--- src/rtl/core/jdm_pkg.sv ---
package jdm_pkg;

  localparam logic [1:0] CMD_PACKET = 2'd0;
  localparam logic [1:0] CMD_POLL   = 2'd1;
  localparam logic [1:0] CMD_SERIAL = 2'd2;

  localparam logic REG_LOSS_THRESHOLD = 1'b0;
  localparam logic REG_LOSS_RELOAD    = 1'b1;

  localparam logic [7:0] LOSS_THRESHOLD_RESET = 8'd11;
  localparam logic [7:0] LOSS_RELOAD_RESET    = 8'd10;

  localparam logic [7:0] DUTY_MAX      = 8'd13;
  localparam logic [7:0] TURN_LEFT_MIN = 8'd19;
  localparam logic [7:0] SPEED_CAP     = 8'd32;
  localparam logic [7:0] TURN_ZERO     = 8'd0;

  localparam logic [9:0] FWD_ORIGIN   = 10'd400;
  localparam logic [9:0] FWD_SLOPE    = 10'd30;
  localparam logic [9:0] REV_ORIGIN   = 10'd200;
  localparam logic [9:0] REV_SLOPE    = 10'd38;
  localparam logic [9:0] SPIN_COMPARE = 10'd1000;

  typedef struct packed {
    logic [1:0] command;
    logic [7:0] check_byte;
    logic [7:0] turn_axis;
    logic [7:0] speed_axis;
  } in_t;

  typedef struct packed {
    logic       drive_update;
    logic [9:0] left_compare;
    logic       left_level;
    logic [9:0] right_compare;
    logic       right_level;
    logic       radio_owner;
    logic       link_lost;
    logic       frame_error;
  } out_t;

  typedef struct packed {
    logic       owner_is_radio;
    logic [7:0] miss_counter;
  } state_t;

endpackage

--- src/rtl/core/jdm_mix.sv ---
module jdm_mix (
  input  logic [3:0] base,
  input  logic [7:0] turn,
  output logic [3:0] duty_left,
  output logic [3:0] duty_right
);

  logic       turn_left;
  logic       turn_right;
  logic [7:0] off;
  logic [8:0] gain_sum;
  logic [3:0] gain;
  logic [3:0] loss;

  assign turn_left  = turn >= jdm_pkg::TURN_LEFT_MIN;
  assign turn_right = turn <= jdm_pkg::DUTY_MAX;

  always_comb begin
    if (turn_left) begin
      off = turn - jdm_pkg::TURN_LEFT_MIN;
    end else if (turn_right) begin
      off = jdm_pkg::DUTY_MAX - turn;
    end else begin
      off = 8'd0;
    end
  end

  assign gain_sum = {5'b0, base} + {1'b0, off};
  assign gain     = (gain_sum > {1'b0, jdm_pkg::DUTY_MAX}) ? 4'(jdm_pkg::DUTY_MAX)
                                                         : gain_sum[3:0];
  assign loss     = (off >= {4'b0, base}) ? 4'd0 : base - off[3:0];

  always_comb begin
    if (turn_left) begin
      duty_left  = gain;
      duty_right = loss;
    end else if (turn_right) begin
      duty_left  = loss;
      duty_right = gain;
    end else begin
      duty_left  = base;
      duty_right = base;
    end
  end

endmodule

--- src/rtl/core/jdm_step.sv ---
module jdm_step (
  input  jdm_pkg::in_t    item,
  input  jdm_pkg::state_t state,
  input  logic [7:0]      loss_threshold,
  input  logic [7:0]      loss_reload,
  output jdm_pkg::out_t   result,
  output jdm_pkg::state_t state_nxt
);

  logic [7:0] speed_sat;
  logic       frame_bad;
  logic       fwd;
  logic       rev;
  logic       turn_neutral;
  logic [3:0] base;
  logic [3:0] duty_left;
  logic [3:0] duty_right;
  logic [9:0] fwd_left;
  logic [9:0] fwd_right;
  logic [9:0] rev_left;
  logic [9:0] rev_right;

  assign speed_sat = (item.speed_axis > jdm_pkg::SPEED_CAP) ? jdm_pkg::SPEED_CAP
                                                             : item.speed_axis;
  assign frame_bad = (item.check_byte == item.turn_axis) && (speed_sat == item.turn_axis)
                     && (item.speed_axis == item.turn_axis);
  assign fwd = speed_sat <= jdm_pkg::DUTY_MAX;
  assign rev = speed_sat >= jdm_pkg::TURN_LEFT_MIN;
  assign turn_neutral = (item.turn_axis > jdm_pkg::DUTY_MAX)
                        && (item.turn_axis < jdm_pkg::TURN_LEFT_MIN);
  assign base = fwd ? 4'(jdm_pkg::DUTY_MAX - speed_sat)
                    : 4'(speed_sat - jdm_pkg::TURN_LEFT_MIN);

  jdm_mix u_mix (
    .base       (base),
    .turn       (item.turn_axis),
    .duty_left  (duty_left),
    .duty_right (duty_right)
  );

  assign fwd_left  = jdm_pkg::FWD_ORIGIN - jdm_pkg::FWD_SLOPE * {6'b0, duty_left};
  assign fwd_right = jdm_pkg::FWD_ORIGIN - jdm_pkg::FWD_SLOPE * {6'b0, duty_right};
  assign rev_left  = jdm_pkg::REV_ORIGIN + jdm_pkg::REV_SLOPE * {6'b0, duty_left};
  assign rev_right = jdm_pkg::REV_ORIGIN + jdm_pkg::REV_SLOPE * {6'b0, duty_right};

  always_comb begin
    result    = '0;
    state_nxt = state;
    unique case (item.command)
      jdm_pkg::CMD_PACKET: begin
        state_nxt.miss_counter = 8'd0;
        if (frame_bad) begin
          result.frame_error = 1'b1;
        end else if (fwd) begin
          state_nxt.owner_is_radio = 1'b1;
          result.drive_update  = 1'b1;
          result.left_compare  = fwd_left;
          result.left_level    = 1'b1;
          result.right_compare = fwd_right;
          result.right_level   = 1'b1;
        end else if (rev) begin
          result.drive_update  = 1'b1;
          result.left_compare  = rev_left;
          result.right_compare = rev_right;
        end else if (item.turn_axis == jdm_pkg::SPEED_CAP) begin
          result.drive_update  = 1'b1;
          result.left_level    = 1'b1;
          result.right_compare = jdm_pkg::SPIN_COMPARE;
        end else if (item.turn_axis == jdm_pkg::TURN_ZERO) begin
          result.drive_update  = 1'b1;
          result.left_compare  = jdm_pkg::SPIN_COMPARE;
          result.right_level   = 1'b1;
        end else if (turn_neutral && state.owner_is_radio) begin
          result.drive_update = 1'b1;
        end
      end
      jdm_pkg::CMD_POLL: begin
        if (state.owner_is_radio && (state.miss_counter > loss_threshold)) begin
          state_nxt.miss_counter   = loss_reload;
          state_nxt.owner_is_radio = 1'b0;
          result.link_lost    = 1'b1;
          result.drive_update = 1'b1;
        end else begin
          state_nxt.miss_counter = state.miss_counter + 8'd1;
        end
      end
      jdm_pkg::CMD_SERIAL: begin
        state_nxt.owner_is_radio = 1'b0;
      end
      default: begin
        state_nxt = state;
      end
    endcase
    result.radio_owner = state_nxt.owner_is_radio;
  end

endmodule

--- src/rtl/core/joystick_diff_drive_mixer.sv ---
// Arcade mixer for a two-motor drive: each word is a radio packet, a poll that found no
// packet or a serial takeover, and each gives exactly one result word with motor compare
// values, direction levels, ownership and status. Words pass through an input register and
// a result register with the whole mixing step between them, so one word is taken every
// cycle while the output is not stalled, and each result is held in the result register until
// the output takes it.
// The loss threshold and reload registers should be written only while the block is idle.
module joystick_diff_drive_mixer (
  input  logic          clk,
  input  logic          rst_n,
  input  logic          in_valid,
  output logic          in_ready,
  input  jdm_pkg::in_t  in_data,
  output logic          out_valid,
  input  logic          out_ready,
  output jdm_pkg::out_t out_data,
  input  logic          cfg_wr_en,
  input  logic          cfg_index,
  input  logic [7:0]    cfg_wdata
);

  logic            s1_valid_r;
  jdm_pkg::in_t    s1_data_r;
  logic            out_valid_r;
  jdm_pkg::out_t   out_data_r;
  jdm_pkg::state_t state_r;
  jdm_pkg::state_t state_nxt;
  jdm_pkg::out_t   result;
  logic [7:0]      loss_threshold_r;
  logic [7:0]      loss_reload_r;
  logic            advance;

  assign advance   = s1_valid_r && (!out_valid_r || out_ready);
  assign in_ready  = !s1_valid_r || advance;
  assign out_valid = out_valid_r;
  assign out_data  = out_data_r;

  jdm_step u_step (
    .item           (s1_data_r),
    .state          (state_r),
    .loss_threshold (loss_threshold_r),
    .loss_reload    (loss_reload_r),
    .result         (result),
    .state_nxt      (state_nxt)
  );

  always_ff @(posedge clk) begin
    if (!rst_n) begin
      s1_valid_r       <= 1'b0;
      out_valid_r      <= 1'b0;
      state_r          <= '0;
      loss_threshold_r <= jdm_pkg::LOSS_THRESHOLD_RESET;
      loss_reload_r    <= jdm_pkg::LOSS_RELOAD_RESET;
    end else begin
      if (in_ready) begin
        s1_valid_r <= in_valid;
      end
      if (advance) begin
        out_valid_r <= 1'b1;
        state_r     <= state_nxt;
      end else if (out_ready) begin
        out_valid_r <= 1'b0;
      end
      if (cfg_wr_en) begin
        unique case (cfg_index)
          jdm_pkg::REG_LOSS_THRESHOLD: loss_threshold_r <= cfg_wdata;
          jdm_pkg::REG_LOSS_RELOAD:    loss_reload_r    <= cfg_wdata;
          default:                     loss_reload_r    <= loss_reload_r;
        endcase
      end
    end
  end

  always_ff @(posedge clk) begin
    if (in_valid && in_ready) begin
      s1_data_r <= in_data;
    end
    if (advance) begin
      out_data_r <= result;
    end
  end

  a_lost_hands_back: assert property (@(posedge clk) disable iff (!rst_n)
    out_valid_r && out_data_r.link_lost |-> !out_data_r.radio_owner && out_data_r.drive_update)
    else $error("link loss reported while radio still owns control");

  a_error_no_update: assert property (@(posedge clk) disable iff (!rst_n)
    out_valid_r && out_data_r.frame_error |-> !out_data_r.drive_update)
    else $error("rejected frame produced a motor update");

  a_idle_fields_zero: assert property (@(posedge clk) disable iff (!rst_n)
    out_valid_r && !out_data_r.drive_update |->
      out_data_r.left_compare == 10'd0 && out_data_r.right_compare == 10'd0
      && !out_data_r.left_level && !out_data_r.right_level)
    else $error("motor fields set without an update");

  a_full_blocks_input: assert property (@(posedge clk) disable iff (!rst_n)
    s1_valid_r && out_valid_r && !out_ready |-> !in_ready)
    else $error("input taken while both stages are full and stalled");

  a_state_moves_on_advance: assert property (@(posedge clk) disable iff (!rst_n)
    !$past(advance) && $past(rst_n) |-> $stable(state_r))
    else $error("control state changed without a word advancing");

endmodule

--- config.mk ---
export PLATFORM = sky130hd
export DESIGN_NAME = joystick_diff_drive_mixer
export DESIGN_NICKNAME = d
export VERILOG_FILES = /design/src/rtl/core/jdm_pkg.sv /design/src/rtl/core/jdm_mix.sv /design/src/rtl/core/jdm_step.sv /design/src/rtl/core/joystick_diff_drive_mixer.sv
export SDC_FILE = /design/constraint.sdc
export NUM_CORES = 1
export LEC_CHECK = 0
export ABC_AREA = 1
export BUFFER_PORTS_ARGS = -buffer_cell sky130_fd_sc_hd__buf_4
export CORE_UTILIZATION = 45
export DETAILED_ROUTE_END_ITERATION = 8
export SLEW_MARGIN = 20
export SYNTH_ARGS = -nofsm -noshare
export SYNTH_HDL_FRONTEND = slang
export SYNTH_SLANG_ARGS = --single-unit
--- constraint.sdc ---
create_clock -name clk -period 9.6 [get_ports clk]
set_clock_uncertainty 0.2 [all_clocks]
set_input_delay 2.4 -clock clk [delete_from_list [all_inputs] [get_ports clk]]
set_output_delay 2.4 -clock clk [all_outputs]
set_load 0.02 [all_outputs]
Word level (Yosys, flattened, before mapping)
Cells that the tools add are included.
{"block": "classes", "addsub": 11, "multipliers": 4, "magnitude_cmp": 10, "eq_ne": 6, "n_mux": 35, "bitwise": 2, "n_reduce_logical": 19}
{"op": "2-to-1 mux 23 bit", "count": 2}
{"op": "2-to-1 mux 8 bit", "count": 4}
{"op": "2-to-1 mux 10 bit", "count": 3}
{"op": "2-to-1 mux 4 bit", "count": 7}
{"op": "equality test 8 bit", "count": 3}
{"op": "2-to-1 mux 11 bit", "count": 2}
{"op": "adder 8 x 10 -> 10 bit, first input constant", "count": 2}
{"op": "subtractor 9 x 9 -> 10 bit, first input constant", "count": 2}
{"op": "multiplier 5 x 4 -> 9 bit, first input constant", "count": 2}
{"op": "greater-or-equal comparator 8 x 5 -> 1 bit, second input constant", "count": 2}
{"op": "less-or-equal comparator 8 x 4 -> 1 bit, second input constant", "count": 2}
{"op": "multiplier 4 x 4 -> 8 bit, first input constant", "count": 2}
{"op": "case mux 8 bit (2 select lines)", "count": 1}
{"op": "2-to-1 mux 1 bit", "count": 14}
{"op": "adder 4 x 8 -> 9 bit", "count": 1}
{"op": "greater-than comparator 9 x 4 -> 1 bit, second input constant", "count": 1}
{"op": "adder 8 x 1 -> 8 bit, second input constant", "count": 1}
{"op": "equality test 8 x 6 -> 1 bit, second input constant", "count": 1}
{"op": "greater-or-equal comparator 8 x 4 -> 1 bit", "count": 1}
{"op": "greater-than comparator 8 x 4 -> 1 bit, second input constant", "count": 1}
{"op": "greater-than comparator 8 x 6 -> 1 bit, second input constant", "count": 1}
{"op": "greater-than comparator 8 bit", "count": 1}
{"op": "logical NOT 8 bit", "count": 1}
{"op": "< comparator 8 x 5 -> 1 bit, second input constant", "count": 1}
{"op": "17 further kinds", "count": 29}
{"block": "word_totals", "register_bits": 79, "inputBits": 40, "output_inout_bits": 28, "elab_cells": 105}

Logic depth before layout (Yosys ltp)
Gate-level depths: netlist of the first run.
{"block": "depth", "word_depth": 15, "mapped_depth": 45, "mapped_depth_nobuf": 44}

Hierarchy
Synthesis of the first run repeated with hierarchy kept, for this count alone.
{"block": "unflattened", "cells_unflattened": 1007, "area_unflattened_um2": 7165.6}
{"module": "jdm_step", "instances": 1, "cells_per_inst": 629, "area_each_um2": 3475.8, "seq_area_each_um2": 0.0}
{"module": "joystick_diff_drive_mixer", "instances": 1, "cells_per_inst": 193, "area_each_um2": 2643.8, "seq_area_each_um2": 2102.0}
{"module": "jdm_mix", "instances": 1, "cells_per_inst": 185, "area_each_um2": 1046.0, "seq_area_each_um2": 0.0}

Worst setup path before layout of the first run
OpenSTA, ideal clock, no wires.
{"block": "synth_path", "kind": "reg-to-reg", "start": "reg s1_data_r[6] in the netlist's numbering", "end": "reg out_data_r, in the netlist out_data[10], data pin", "setup_time_ps": 253, "t_arrival_ps": 5814, "t_required_ps": 9147, "setup_slack_ps": 3333, "stages_incl_launch_ff": 36, "n_path_buf": 0, "synth_period_minus_slack_ps": 6267, "path_cell_list": "edfxtp_1 inv_2 nand2_1 nor2_2 inv_1 o21ai_2 inv_1 nor2_1 inv_1 ha_1 o21ai_4 nand2_1 o21ai_1 inv_1 fa_1 xnor2_1 nor2_1 nand3_1 nand3_2 nor2_4 nand3_1 nand2_1 nand2_2 nand2_4 inv_1 fa_1 fa_1 fa_1 nor4_1 nand3_1 nand2_1 nand3_1 inv_2 o21ai_0 o21ai_1 inv_1"}
{"block": "synth_via", "elab_chain_cells": 13, "word_cells_on_any_way": 26, "classes_between": "add/sub (6); mul (2); order compare (5); eq/ne (2); mux (8); reduce/logical (3)"}
{"item": "start: declaration", "line_no": "joystick_diff_drive_mixer.sv:23", "text": "jdm_pkg::in_t s1_data_r;"}
{"item": "start signal: assignment", "line_no": "joystick_diff_drive_mixer.sv:76", "text": "s1_data_r <= in_data;"}
{"item": "greater-than comparator 8 x 6 -> 1 bit", "line_no": "jdm_step.sv:23", "text": "assign speed_sat = (item.speed_axis > jdm_pkg::SPEED_CAP) ? jdm_pkg::SPEED_CAP"}
{"item": "2-to-1 mux 8 bit", "line_no": "jdm_step.sv:23"}
{"item": "less-or-equal comparator 8 x 4 -> 1 bit, or another cell as far along", "line_no": "jdm_step.sv:27", "text": "assign fwd = speed_sat <= jdm_pkg::DUTY_MAX;"}
{"item": "2-to-1 mux 4 bit", "line_no": "jdm_step.sv:31", "text": "assign base = fwd ? 4'(jdm_pkg::DUTY_MAX - speed_sat)"}
{"item": "adder 4 x 8 -> 9 bit", "line_no": "jdm_mix.sv:28", "text": "assign gain_sum = {5'b0, base} + {1'b0, off};"}
{"item": "greater-than comparator 9 x 4 -> 1 bit", "line_no": "jdm_mix.sv:29", "text": "assign gain = (gain_sum > {1'b0, jdm_pkg::DUTY_MAX}) ? 4'(jdm_pkg::DUTY_MAX)"}
{"item": "2-to-1 mux 4 bit", "line_no": "jdm_mix.sv:29"}
{"item": "2-to-1 mux 4 bit", "line_no": "jdm_mix.sv:37", "text": "end else if (turn_right) begin"}
{"item": "2-to-1 mux 4 bit", "line_no": "jdm_mix.sv:34", "text": "if (turn_left) begin"}
{"item": "multiplier 5 x 4 -> 9 bit", "line_no": "jdm_step.sv:44", "text": "assign rev_right = jdm_pkg::REV_ORIGIN + jdm_pkg::REV_SLOPE * {6'b0, duty_right};"}
{"item": "adder 8 x 10 -> 10 bit", "line_no": "jdm_step.sv:44"}
{"item": "2-to-1 mux 10 bit", "line_no": "jdm_step.sv:61", "text": "end else if (rev) begin"}
{"item": "2-to-1 mux 23 bit", "line_no": "jdm_step.sv:54", "text": "end else if (fwd) begin"}
{"item": "end signal: assignment", "line_no": "joystick_diff_drive_mixer.sv:79", "text": "out_data_r <= result;"}
{"item": "end: declaration", "line_no": "joystick_diff_drive_mixer.sv:25", "text": "jdm_pkg::out_t out_data_r;"}
Parallel ways exist; a longest one is shown, timed or not.
A chain may end at the register's enable or synchronous reset.

Worst setup path after layout of the first run
{"block": "layout_path", "start": "reg s1_data_r[3] in the netlist's numbering", "end": "reg out_data_r, in the netlist out_data[10], data pin"}
The elaborated chain is that of the path after synthesis.

==> results.toml, run 1 <==
[outcome]
status = "completed"

[floorplanning]
start_util_pct = 46.3
dieArea_mm2 = 0.0148
coreArea_mm2 = 0.0139
io_pins = 68
die_h_um = 122
num_rows = 43
die_w_um = 122

[min_path]
worstHoldPathCells = 2
min_from = "loss_threshold_r[2]"
hold_end = "loss_threshold_r[2]"
holdCritPathClass = "reg -> reg"

[routing]
vias_per_cell = 5.15
vias = 5664
drt-met1-wl_mm = 7.05
highest_layer = "met4"
first_pass_iters = 6
ant_nets = 0
wl_met3_um = 466
wl_per_cell_um = 14.2
met2_length_mm = 7.73
drt_drc_violations_left = 0
drt_wl_total_mm = 15.6
drt_iter0_drc = 348

[synthesis]
ys_dominant_reg_cell = "edfxtp_1"
yosysTopAreaCell = "edfxtp_1"
yosys.cell_types.count = 51
yosysSeqAreaShare_pct = 31.7
yosysWarnings = 0
synthArstFlopShare_pct = 0
synth_top_area_share_pct = 23.3
postSynthCellCount = 849
synth_edf_count = 50
synth_area_mm2 = 0.00644
yosys-top-cells-area = "edfxtp_1, ha_1, nand2_1, dfxtp_1, inv_1"
synth_area_per_cell_um2 = 7.59
ys_seq_elements = 77

[sta]
max_freq_mhz = 143
finalHoldViolCount = 0
holdWs_ns = 0.266
fin_ws_ns = 2.61
setup_viol = 0
finalCritPeriodShare_pct = 72.8
drv_slew = 0
rsz0062_at_grt = "no"
maxSlewHeadroom_pct = 35.1
tightest_slew_ns = 0.972
period_minus_slack_ns = 6.99
tns_ns = 0

[cts]
postCtsSetupBuffers = 0
cts_buffer_depth = 2
h-tree-depth = 3
cts_buffers = 9
insertion_delay_ns = 0.35
cts.sinks = 77
clockRootBuffer = "clkbuf_16"
postCtsHoldBufs = 0
cts_resized = 0
cts_tree = "built"
clk_pin_slew_ns = 0.07

[placement]
port_buffers = 65
place_ws_ns = 2.58
dpl.hpwl_mm = 12.8
gp_congestion = 0.916
dp_cells = 1083

[worst_setup_path]
r2r_end = "out_data[10]"
reg2reg_from = "s1_data_r[3]"
r2r_slack_ns = 2.61
crit_path_end_kind = "register"
crit_path_max_incr_delay_ns = 0.57
cp_max_fo = 8
required_ns = 9.50
arrival_ns = 6.90
path_class = "reg -> reg"
cp_common_cell = "inv_1"
slowest_stage = "fa_1"
worstSetupStartpointType = "register"
ff2ff_path_depth = 33

[pwr]
p_leak_uw = 0.00363
power_frac_comb_pct = 31.9
switching_share_pct = 34.6
ir_drop_v = 0.000106
p_sw_uw = 371
cellInternalPower_uw = 702
p_clk_share_pct = 32.1
p_seq_share_pct = 36.0
total_power_uw = 1070
pwr_density_cell_mw_per_mm2 = 145

[cells_and_area]
stdcell_count = 1099
final_layout_size_suffix_gt1_share_pct = 15.9
layout_common_cells = "nand2_1, inv_1, nand3_1"
nFillCells = 1323
antennaDiodeCount = 0
area_growth_pct = 14.9
fin_nets = 1032
layout_commonest_cell = "nand2_1"

[global_route]
grt_pass1_vias = 5519
overflow = 0
grt_pass1_wl_mm = 25.5
grt_use_total_pct = 22.1
antenna_found_initial = 0
grt_start_max_net_pins = 27

[job]
maxCapViolations = 0
==> logic make-up (layout without fill, tap and decap cells) <==
logic type | Yosys count | count (layout) | synth area share, %
AOI/OAI and AO/OA | 131 | 131 | 12.3
and+or+nand+nor | 383 | 383 | 27.4
xor gates and xnor gates | 22 | 22 | 2.99
buffers and inverters | 157 | 226 | 9.30
DFF | 77 | 77 | 31.7
other | 1 | 2 | 0.0582
adders and majority gates | 78 | 78 | 16.3
==> power by group through the flow <==
stage	clock [µW]	sequential (µW)	combinational, µW
floorplan	0	397	248
global placement	0	393	330
detailed placement	0	394	340
CTS	351	387	341
global route	362	388	387
finish	344	386	342
==> Yosys cell counts (all sizes together) (2+ instances only) <==
master     n
nand3b     3
o22ai      7
a21oi     51
o2111ai    3
nor3       8
or2        6
xnor2      7
o21ai     43
a21boi     3
edfxtp    50
nand4      7
o221ai     2
o21a       2
ha        68
fa        10
nor4       2
o21bai     5
dfxtp     27
nand2    198
o211ai     9
xor2      15
buf        5
nor2      74
a31o       2
clkbuf     7
nand3     79
inv      144
and2       5
==> worst max-delay path, delay by kind of cell (launching register included) <==
family	cells	cell delay, ns
AO/OA/AOI/OAI	5	0.93
flip-flops	1	0.45
AND/OR/NAND/NOR	15	1.84
adder cells (fa/ha/maj)	5	2.31
XOR/XNOR	1	0.25
buffers and inverters	7	0.79
==> worst max path at each step <==
stage	startpoint	endpoint	slack [ns]	cells past startpoint
floorplan	s1_data_r[6]	out_data[10]	3.33	35
CTS	s1_data_r[3]	out_data[10]	2.58	33
global placement	s1_data_r[3]	out_data[10]	2.81	33
detailed placement	s1_data_r[3]	out_data[10]	2.58	33
global route	s1_data_r[3]	out_data[10]	1.87	35
finish	s1_data_r[3]	out_data[10]	2.61	33
==> registers in the layout, indices dropped and copies added (netlist names) <==
name and count:
loss_reload_r 8, loss_threshold_r 8, out_data 24, out_valid 1, s1_data_r 26, s1_valid_r 1, state_r 9
==> per-stage QoR <==
| stage | area [µm²] | util [%] |
|---|---|---|
| after global routing | 7410 | 53.2 |
| final | 7410 | 53.2 |
| after detailed placement | 7110 | 51.0 |
| after floorplan | 6450 | - |
| after global placement | 7110 | 51.0 |
| after CTS | 7410 | 53.2 |
==> layout make-up <==
cell class	count	area [µm²]	share of cell area (%)
Multi-Input combinational cell	616	3810	51.4
Sequential cell	77	2040	27.6
Inverter	145	544	7.35
Timing Repair Buffer	65	488	6.59
Clock buffer	11	264	3.56
Tap cell	180	225	3.04
Clock inverter	5	37.5	0.507
==> metal layers <==
| metal | vias to the layer above | GRT usage [%] |
|---|---|---|
| met5 | - | 0 |
| li1 | 2918 | - |
| met4 | 0 | 8.02 |
| met1 | 2615 | 26.9 |
| met3 | 17 | 3.04 |
| met2 | 114 | 39.4 |
Note: power is estimated with default switching activity, not from simulation.
==> run 2, diff against run 1 <==
Settings changed: ABC_AREA 1 to 0.
Clock period 9.6 ns to 7 ns, I/O delays scaled along.
==> run 2 against run 1 <==
Effect of this change:
- worst hold slack better by 0.0014 ns
- synthesized area down 0.50%
- sequential share of layout area down 2.0 points
- via count down 1.8%
- critical path type unchanged
- non-clock buffer count up 57
- largest cell class unchanged
- design area up 8.0%
- synthesized cell count down 18%
- setup slack worse by 2.4 ns
==> results.toml, run 2 <==
[routing]
ant_nets = 0
vias_per_cell = 5.60
vias = 5560
wl_per_cell_um = 16.5
first_pass_iters = 5
drt_drc_violations_left = 0
drt_wl_total_mm = 16.4
drt_iter0_drc = 321

[synthesis]
ys_seq_elements = 77
synth_edf_count = 50
yosysSeqAreaShare_pct = 31.8
yosys-top-cells-area = "edfxtp_1, ha_1, dfxtp_1, a21oi_1, nand2_1"
postSynthCellCount = 697
synth_top_area_share_pct = 23.4
synth_area_mm2 = 0.00641
yosysWarnings = 0
ys_dominant_reg_cell = "edfxtp_1"
yosysMostFrequentCell = "ha_1"
synthArstFlopShare_pct = 0
yosys.cell_types.count = 92
synth_area_per_cell_um2 = 9.20
yosysTopAreaCell = "edfxtp_1"
synth_common_cells = "ha_1, nand2_1, inv_1"

[sta]
holdWs_ns = 0.267
tightest_slew_ns = 0.927
finalHoldViolCount = 0
drv_slew = 0
maxSlewHeadroom_pct = 38.2
max_freq_mhz = 147
period_minus_slack_ns = 6.79
tns_ns = 0
finalCritPeriodShare_pct = 97.0
setup_viol = 0

[placement]
port_buffers = 65
dpl.hpwl_mm = 12.6
dp_cells = 962
gp_congestion = 0.924

[cts]
clockRootBuffer = "clkbuf_16"
insertion_delay_ns = 0.35
cts_buffers = 9
cts.sinks = 77
cts_tree = "built"
cts_buffer_depth = 2
h-tree-depth = 3
clk_pin_slew_ns = 0.07

[cells_and_area]
final_layout_size_suffix_gt1_share_pct = 27.3
largest_register = "s1_data_r"
area_growth_pct = 24.8
stdcell_count = 993
layout_commonest_cell = "buf_4"
nFillCells = 1229
antennaDiodeCount = 0
layout_common_cells = "buf_4, nand2_1, ha_1"
largest_reg_flops = 26
fin_nets = 926

[worst_setup_path]
slowest_stage = "fa_1"
arrival_ns = 6.76
path_class = "reg -> reg"
required_ns = 6.97
cp_max_fo = 4
crit_path_end_kind = "register"
crit_path_max_incr_delay_ns = 0.59
r2r_slack_ns = 0.21
worstSetupStartpointType = "register"

[pwr]
p_seq_share_pct = 33.7
p_sw_uw = 517
power_frac_comb_pct = 35.0
p_clk_share_pct = 31.3
switching_share_pct = 33.1
ir_drop_v = 0.000151
cellInternalPower_uw = 1040
pwr_density_cell_mw_per_mm2 = 195
p_leak_uw = 0.00347

[global_route]
overflow = 0
antenna_found_initial = 0
grt_pass1_wl_mm = 25.9
grt_start_max_net_pins = 28
grt_use_total_pct = 22.7
grt_pass1_vias = 5213

[floorplanning]
die_h_um = 121
dieArea_mm2 = 0.0147
coreArea_mm2 = 0.0139
die_w_um = 121
num_rows = 43
io_pins = 68
start_util_pct = 46.2

[outcome]
status = "completed"

[min_path]
holdCritPathClass = "reg -> reg"

[job]
maxCapViolations = 0
## run 2: worst paths after layout
path,cells after the start,startpoint,endpoint
worst max-delay path,29,s1_data_r[6],out_data[11]
worst min-delay path,2,loss_threshold_r[2],loss_threshold_r[2]
worst max register to register,29,s1_data_r[6],out_data[11]
worst min register to register,2,loss_threshold_r[2],loss_threshold_r[2]
## run 2: power by group through the flow
| stage | Sequential [µW] | Clock (µW) | Combinational [µW] |
|---|---|---|---|
| CTS | 526 | 498 | 502 |
| floorplan | 544 | 0 | 344 |
| global placement | 535 | 0 | 490 |
| detailed placement | 536 | 0 | 497 |
| finish | 526 | 488 | 547 |
| global route | 528 | 512 | 595 |
## run 2: metal layers
layer | routed length, µm | GRT usage, % | share of wire (%)
met1 | 7470 | 28.8 | 46
met2 | 8010 | 39.0 | 49
met3 | 616 | 3.62 | 3.8
met4 | 264 | 7.18 | 1.6
met5 | 0 | 0 | 0
## run 2: timing repair
action,CTS,global route
pin swaps,1,28
hold buffers,0,0
endpoints found under the setup margin,6,8
buffers inserted,2,13
gates resized for setup,2,43
## run 2: cells by family (layout without fill, tap and decap cells)
group	count (synthesis)	in the layout	synth area share (%)
mux	6	6	1.13
other cells	1	2	0.0585
fa+ha+maj	78	78	16.4
buf+inv	84	199	5.52
compound gates	178	178	20.4
xor+xnor	37	37	5.05
flops	77	77	31.8
simple gates	236	236	19.6
## run 2: final cells by class
| cell class | instances | area, µm² | share of cell area [%] |
|---|---|---|---|
| Clock buffer | 9 | 225 | 2.81 |
| Clock inverter | 7 | 78.8 | 0.985 |
| Inverter | 61 | 231 | 2.89 |
| Multi-Input combinational cell | 537 | 4270 | 53.4 |
| Sequential cell | 77 | 2040 | 25.5 |
| Tap cell | 180 | 225 | 2.81 |
| Timing Repair Buffer | 122 | 927 | 11.6 |
## run 2: critical path, delay by kind of cell (launching register included)
kind,cells,cell delay [ns]
buffers and inverters,5,0.45
xor gates and xnor gates,2,0.31
AOI/OAI and AO/OA,6,1.28
and+or+nand+nor,10,1.90
adders and majority gates,5,1.71
DFF,1,0.48
muxes,1,0.27
## run 2: stage by stage
stage / setup WS [ns] / instance area [µm²] / util, % / total power, µW
floorplan: -0.00502 / 6480 / - / 888
global placement: 0.0170 / 7380 / 53.2 / 1020
detailed placement: -0.0415 / 7380 / 53.2 / 1030
CTS: 0.0224 / 7710 / 55.6 / 1530
global route: -0.124 / 8000 / 57.7 / 1640
finish: 0.209 / 8000 / 57.7 / 1560
